File: config.mk
export PLATFORM = sky130hd
export DESIGN_NAME = pis_ctrl
export DESIGN_NICKNAME = d
export VERILOG_FILES = /design/src/design/assert_macros.svh /design/src/design/pis_pkg.sv /design/src/design/pis_ctrl.sv
export SDC_FILE = /design/constraint.sdc
export NUM_CORES = 1
export LEC_CHECK = 0
export ABC_CLOCK_PERIOD_IN_PS = 1100
export BUFFER_PORTS_ARGS = -buffer_cell sky130_fd_sc_hd__buf_4
export CORE_AREA = 2 2 39 41
export CTS_CLUSTER_DIAMETER = 60
export DETAILED_ROUTE_END_ITERATION = 10
export DIE_AREA = 0 0 41 43
export HOLD_SLACK_MARGIN = 0.12
export SLEW_MARGIN = 10
export SYNTH_ARGS = -nofsm -noshare
export SYNTH_HDL_FRONTEND = slang
export SYNTH_SLANG_ARGS = --single-unit
File: constraint.sdc
create_clock -name clk -period 1.1 [get_ports clk]
set_input_delay 0.22 -clock clk [delete_from_list [all_inputs] [get_ports clk]]
set_output_delay 0.22 -clock clk [all_outputs]
set_load 0.03 [all_outputs]
File: src/design/assert_macros.svh
// assertion macros for the rtl, included by the sampler top level
`ifndef ASSERT_MACROS_SVH
`define ASSERT_MACROS_SVH

// antecedent implies consequent in the same cycle
`define ASSERT_IMPL(lbl, clk_i, rstn_i, ante, cons) \
	lbl: assert property (@(posedge clk_i) disable iff (!rstn_i) (ante) |-> (cons)) \
		else $error("same-cycle implication failed");

// antecedent implies consequent in the following cycle
`define ASSERT_NEXT(lbl, clk_i, rstn_i, ante, cons) \
	lbl: assert property (@(posedge clk_i) disable iff (!rstn_i) (ante) |=> (cons)) \
		else $error("next-cycle implication failed");

`endif

File: src/design/pis_pkg.sv
// types and constants of the poisson inversion sampler
package pis_pkg;

	localparam int unsigned MAX_COUNT_DEF = 100;
	localparam int unsigned DATA_W        = 32;
	localparam int unsigned UNIFORM_W     = 31;
	localparam int unsigned EVENT_COUNT_W = 7;
	localparam int unsigned PADDR_W       = 3;

	localparam logic [DATA_W-1:0] LAMBDA_RESET = 32'd16777216;
	localparam logic [DATA_W-1:0] EXP_RESET    = 32'd1580030169;

	// register index, taken from paddr[2]
	localparam logic REG_LAMBDA = 1'b0;
	localparam logic REG_EXP    = 1'b1;

	typedef enum logic [1:0] {
		ST_IDLE,
		ST_EVAL,
		ST_MUL_RECIP,
		ST_ACCUM
	} pis_state_t;

	typedef struct packed {
		logic load;
		logic mul_lambda;
		logic mul_recip;
		logic accum;
		logic finish;
	} pis_cmd_t;

	typedef struct packed {
		logic below;
		logic at_cap;
	} pis_status_t;

endpackage

File: src/design/pis_ctrl.sv
// controller state machine of the poisson inversion sampler
module pis_ctrl (
	input  logic                 clk,
	input  logic                 arst_n,
	input  logic                 start,
	input  pis_pkg::pis_status_t status,
	output pis_pkg::pis_cmd_t    cmd,
	output logic                 busy,
	output logic                 done
);

	pis_pkg::pis_state_t state_q;
	pis_pkg::pis_state_t state_d;
	logic                done_q;

	always_comb begin
		state_d = state_q;
		unique case (state_q)
			pis_pkg::ST_IDLE: begin
				if (start) state_d = pis_pkg::ST_EVAL;
			end
			pis_pkg::ST_EVAL: begin
				if (!status.below || status.at_cap) state_d = pis_pkg::ST_IDLE;
				else state_d = pis_pkg::ST_MUL_RECIP;
			end
			pis_pkg::ST_MUL_RECIP: state_d = pis_pkg::ST_ACCUM;
			pis_pkg::ST_ACCUM:     state_d = pis_pkg::ST_EVAL;
			default:               state_d = pis_pkg::ST_IDLE;
		endcase
	end

	always_comb begin
		cmd = '0;
		unique case (state_q)
			pis_pkg::ST_IDLE: begin
				cmd.load = start;
			end
			pis_pkg::ST_EVAL: begin
				if (!status.below || status.at_cap) cmd.finish = 1'b1;
				else cmd.mul_lambda = 1'b1;
			end
			pis_pkg::ST_MUL_RECIP: cmd.mul_recip = 1'b1;
			pis_pkg::ST_ACCUM:     cmd.accum = 1'b1;
			default:               cmd = '0;
		endcase
	end

	always_ff @(posedge clk or negedge arst_n) begin
		if (!arst_n) begin
			state_q <= pis_pkg::ST_IDLE;
			done_q  <= 1'b0;
		end else begin
			state_q <= state_d;
			done_q  <= cmd.finish;
		end
	end

	assign busy = (state_q != pis_pkg::ST_IDLE);
	assign done = done_q;

endmodule

; ---- After elaboration in Yosys (flattened, before gate mapping)
; Index checks and enable logic that the tools add are counted.
[totals]
out_inout_bits = 7
input_bits = 5
word_cells = 20
ff_bits = 3
[classes]
n_mux = 10
eq_ne = 4
n_reduce_logical = 4
[op_table]
columns = cell, count
row1 = one-hot mux 2 bit (4 select lines), 1
row2 = two-way mux 1 bit, 7
row3 = == test 2 bit (second input constant), 2
row4 = two-way mux 2 bit, 2
row5 = == test 2 x 1 -> 1 bit (second input constant), 1
row6 = logical NOT 2 bit, 1
row7 = != test 2 bit (second input constant), 1
row8 = nonzero test 2 bit, 1
row9 = logical NOT 1 bit, 1
row10 = logical OR 1 bit, 1

; ---- Logic depth before layout (Yosys ltp)
[logic_depth]
word_depth = 4
mapped_depth = 5
depth_no_buf = 5

; ---- Worst setup path before layout
; No wires, ideal clock.
[synth_path]
path_kind = register to output
startpoint = register state_q[1]
endpoint = output port cmd[0] (netlist name)
required_ns = 0.880
path_stages_with_launch = 4
path_slack_ns = -0.522
n_path_buf = 0
arrival_ns = 1.402
cell_sequence = dfrtp_1 > inv_1 > ha_1 > a21boi_0
[synth_rtl]
columns = element, line
row1 = from (decl), pis_ctrl.sv:12  ; pis_pkg::pis_state_t state_q;
row2 = from (signal assigned), pis_ctrl.sv:50  ; state_q <= pis_pkg::ST_IDLE;
row3 = from (signal assigned), pis_ctrl.sv:53  ; state_q <= state_d;
row4 = to (decl), pis_ctrl.sv:7  ; output pis_pkg::pis_cmd_t cmd,

==> run summary <==
======================================================================================
Path class of the lowest-slack min-delay path ........................... primary input to flip-flop
Worst rel slew slack ....................................................       0.8815
Area of the placeable core ..............................................    1384 um^2
Clk sink count ..........................................................            3
Global-route wire length before repair ..................................       828 um
Cell variety after synth ................................................           11
Number of buffers inserted during clock tree synthesis ..................            3
Netlist Area Pre-Place ..................................................   195.2 um^2
Number of storage elements in the synthesis netlist .....................            3
Part of the total power dissipated in sequential elements ...............        0.162
TritonCTS clock tree ....................................................        built
Row count ...............................................................           14
Violation count after the first detailed-routing iteration ..............            0
Synthesized Nets ........................................................           28
Antenna cell count ......................................................            0
CP Cell Sequence ........................................................ ha_4 -> and3b_2 -> buf_6
Warnings, synthesis .....................................................            0
Clock tree root buffer cell ............................................. sky130_fd_sc_hd__clkbuf_4
Leakage power total .....................................................    0.2244 nW
Post-DR wirelength/cell .................................................     8.603 um
Switching share of power ................................................       0.4205
Max-capacitance violation count .........................................            0
Floorplan die width .....................................................        41 um
Endpoint of the worst hold-timing path .................................. done$_DFF_PN0_
Via count ...............................................................          215
Drt total wl ............................................................       499 um
Transition at the pin with the smallest max-transition slack ............    0.1778 ns
Capture point of the worst reg-to-reg path .............................. state_q[1]$_DFFE_PN0P_
Final critical delay including setup and external delays ................     1.407 ns
Mean number of vias per cell ............................................        3.707
Critical path endpoint category .........................................  output port
Max-slew violations .....................................................            0
Internal portion of total power .........................................    0.7710 mW
Sw power ................................................................    0.5594 mW
Number of antenna violations at the first check in global routing .......            0
Maximum fanout count along the critical path ............................            4
Power per standard cell area ............................................ 2905 nW/um^2
Proportion of power drawn by the clock network ..........................        0.141
Number of cells produced by synthesis ...................................           19
Gp weighted congestion ..................................................       0.6928
Global-route congestion overflow total ..................................            0
Largest buffer count on any clock path ..................................            2
Router iterations before antenna repair .................................            1
Fmax achieved ...........................................................    710.6 MHz
Data arrival time at the worst-slack endpoint ...........................      1.19 ns
Setup violation total in the final timing report ........................            8
Vias in the first global route ..........................................          230
Setup skew after layout .................................................  0.001694 ns
Setup repair after global routing missed its margin .....................          yes
Worst-skew pair later-pin latency .......................................      0.23 ns
Initial core utilization ................................................       0.1410
GRT Util Overall ........................................................      0.07538
Clock slew at the register clock pins of the worst setup and hold paths .      0.03 ns
Layout cell share with drive strength beyond 1 ..........................       0.7619
Boundary Pins ...........................................................           12
Depth of the worst register-to-register path ............................            6
Worst vdd ir ............................................................     1.238 mV
CP max stage cell ....................................................... sky130_fd_sc_hd__dfrtp_2
Required @ worst endpoint ...............................................      0.88 ns
I/O Buffers .............................................................           11
Status .................................................................. complete, but fails checks
Startpoint of the lowest-slack register-to-register path ................ state_q[0]$_DFFE_PN0P_
Hold Startpoint .........................................................    status[1]
Final setup margin ......................................................   -0.3072 ns
Hold Path Depth .........................................................            3
Portion of the post-synthesis area used by sequential elements ..........       0.3846
Height of the die .......................................................        43 um
Post-detailed-route count of antenna-violating nets .....................            0
Post-Place Setup Slack ..................................................   -0.1227 ns
Layout net count ........................................................           52
Area growth from synthesis to final layout ..............................       134.6%
Number of hold violations in the final report ...........................            0
Syn Area/Cell ...........................................................   10.27 um^2
Power after layout ......................................................     1.330 mW
Gate power share ........................................................        0.697
Worst setup path category ............................................... flip-flop to output port
Flop2flop setup slack ...................................................     -0.30 ns
DRC Markers .............................................................            0
Post-route fraction of the period consumed by the critical path .........        1.279
Depth of the CTS H-tree .................................................            1
Maximum number of pins on one net before global-route repair ............            5
Setup crit start kind ...................................................    flip-flop
Violations in the final reports ......................................... negative setup slack
Delay of the slowest critical-path stage ................................      0.43 ns
Full die area ...........................................................    1763 um^2
======================================================================================
-- sequential cells by signal, summed over array words and instances (netlist names) --
register  cells
state_q       2
done          1
-- cells in the final DEF (no fill, tap or decap), drive strengths merged --
cell         netlist  final
a21oi              1      1
nor2               1      1
clkbuf             0      4
a21boi             1      1
o21ai              1      1
o211ai             1      1
nand2b             1      1
buf                0     18
inv                4      4
dfrtp              3      3
and3b              1      1
and2               1      1
dlygate4sd3        0      1
ha                 4      4
-- how the worst max path moves through the flow --
stage / startpoint / to / cells after the start
final: state_q[0]$_DFFE_PN0P_ / cmd[3] / 3
after CTS: state_q[0]$_DFFE_PN0P_ / cmd[3] / 3
after detailed placement: state_q[0]$_DFFE_PN0P_ / cmd[4] / 4
after global routing: state_q[0]$_DFFE_PN0P_ / cmd[4] / 4
after floorplan: state_q[0]$_DFFE_PN0P_ / state_q[1]$_DFFE_PN0P_ / 4
after global placement: state_q[0]$_DFFE_PN0P_ / cmd[4] / 4
-- power groups by stage --
stage / clock, mW / combinational, mW / sequential [mW]
4_1_cts: 0.198 / 0.925 / 0.215
6_report: 0.187 / 0.928 / 0.215
3_5_place_dp: 0 / 0.754 / 0.203
3_3_place_gp: 0 / 0.748 / 0.202
2_1_floorplan: 0 / 0.419 / 0.236
5_1_grt: 0.211 / 0.998 / 0.222
-- per-layer routing --
metal	wire, um	up-vias	GRT usage
met5	0	-	0
met4	0	0	0.04000
met3	34	0	0.06283
met2	291	6	0.1188
met1	174	101	0.06129
li1	-	108	-
-- area by class of cell --
cell class	count	area, um^2
well taps	16	20.02
flip-flops and latches	3	76.32
multi-input cells	12	148.9
clock buffers	4	26.28
inverters	4	15.01
fillers	146	925.9
repair buffers	19	171.4
-- synthesized netlist by cell type --
| library cell | number | area share |
|---|---|---|
| sky130_fd_sc_hd__o21ai_1 | 1 | 0.026 |
| sky130_fd_sc_hd__inv_1 | 4 | 0.077 |
| sky130_fd_sc_hd__o211ai_2 | 1 | 0.064 |
| sky130_fd_sc_hd__dfrtp_1 | 3 | 0.38 |
| sky130_fd_sc_hd__nor2_1 | 1 | 0.019 |
| sky130_fd_sc_hd__a21oi_1 | 1 | 0.026 |
| sky130_fd_sc_hd__nand2b_1 | 1 | 0.032 |
| sky130_fd_sc_hd__a21boi_0 | 1 | 0.038 |
| sky130_fd_sc_hd__ha_1 | 4 | 0.26 |
| sky130_fd_sc_hd__and3b_1 | 1 | 0.045 |
| sky130_fd_sc_hd__and2_1 | 1 | 0.032 |
-- per-stage QoR --
stage	std cells	instance area [um^2]	hold WS, ns	utilization	TNS [ns]
5_1_grt	58	457.9	0.2906	0.3309	-2.243
2_1_floorplan	19	211.5	-0.07559	-	-0.1331
3_3_place_gp	50	344.1	0.01063	0.2486	-0.4480
6_report	58	457.9	0.2968	0.3309	-1.861
4_1_cts	58	454.2	0.3087	0.3282	-1.798
3_5_place_dp	50	344.1	0.01192	0.2486	-0.4926
-- critical path, delay by kind of cell, from the launching register on --
kind | cells | cell delay, ns
and+or+nand+nor | 1 | 0.21
adders and majority gates | 1 | 0.18
DFF | 1 | 0.43
buffers and inverters | 1 | 0.14
-- cells by family after synthesis --
kind of cell | share of synthesized area
simple gates | 0.1282
fa+ha+maj | 0.2564
flops | 0.3846
buf+inv | 0.07690
compound gates | 0.1538
-- repair_timing --
item / 4_1_cts / 5_1_grt
pin swaps: 3 / 2
endpoints found under the hold margin: 3 / 0
endpoints found under the setup margin: 7 / 9
gates cloned: 0 / 0
resized for setup: 13 / 1
setup buffers: 3 / 1
hold buffers: 1 / 0
Note: power is estimated with default switching activity, not from simulation.
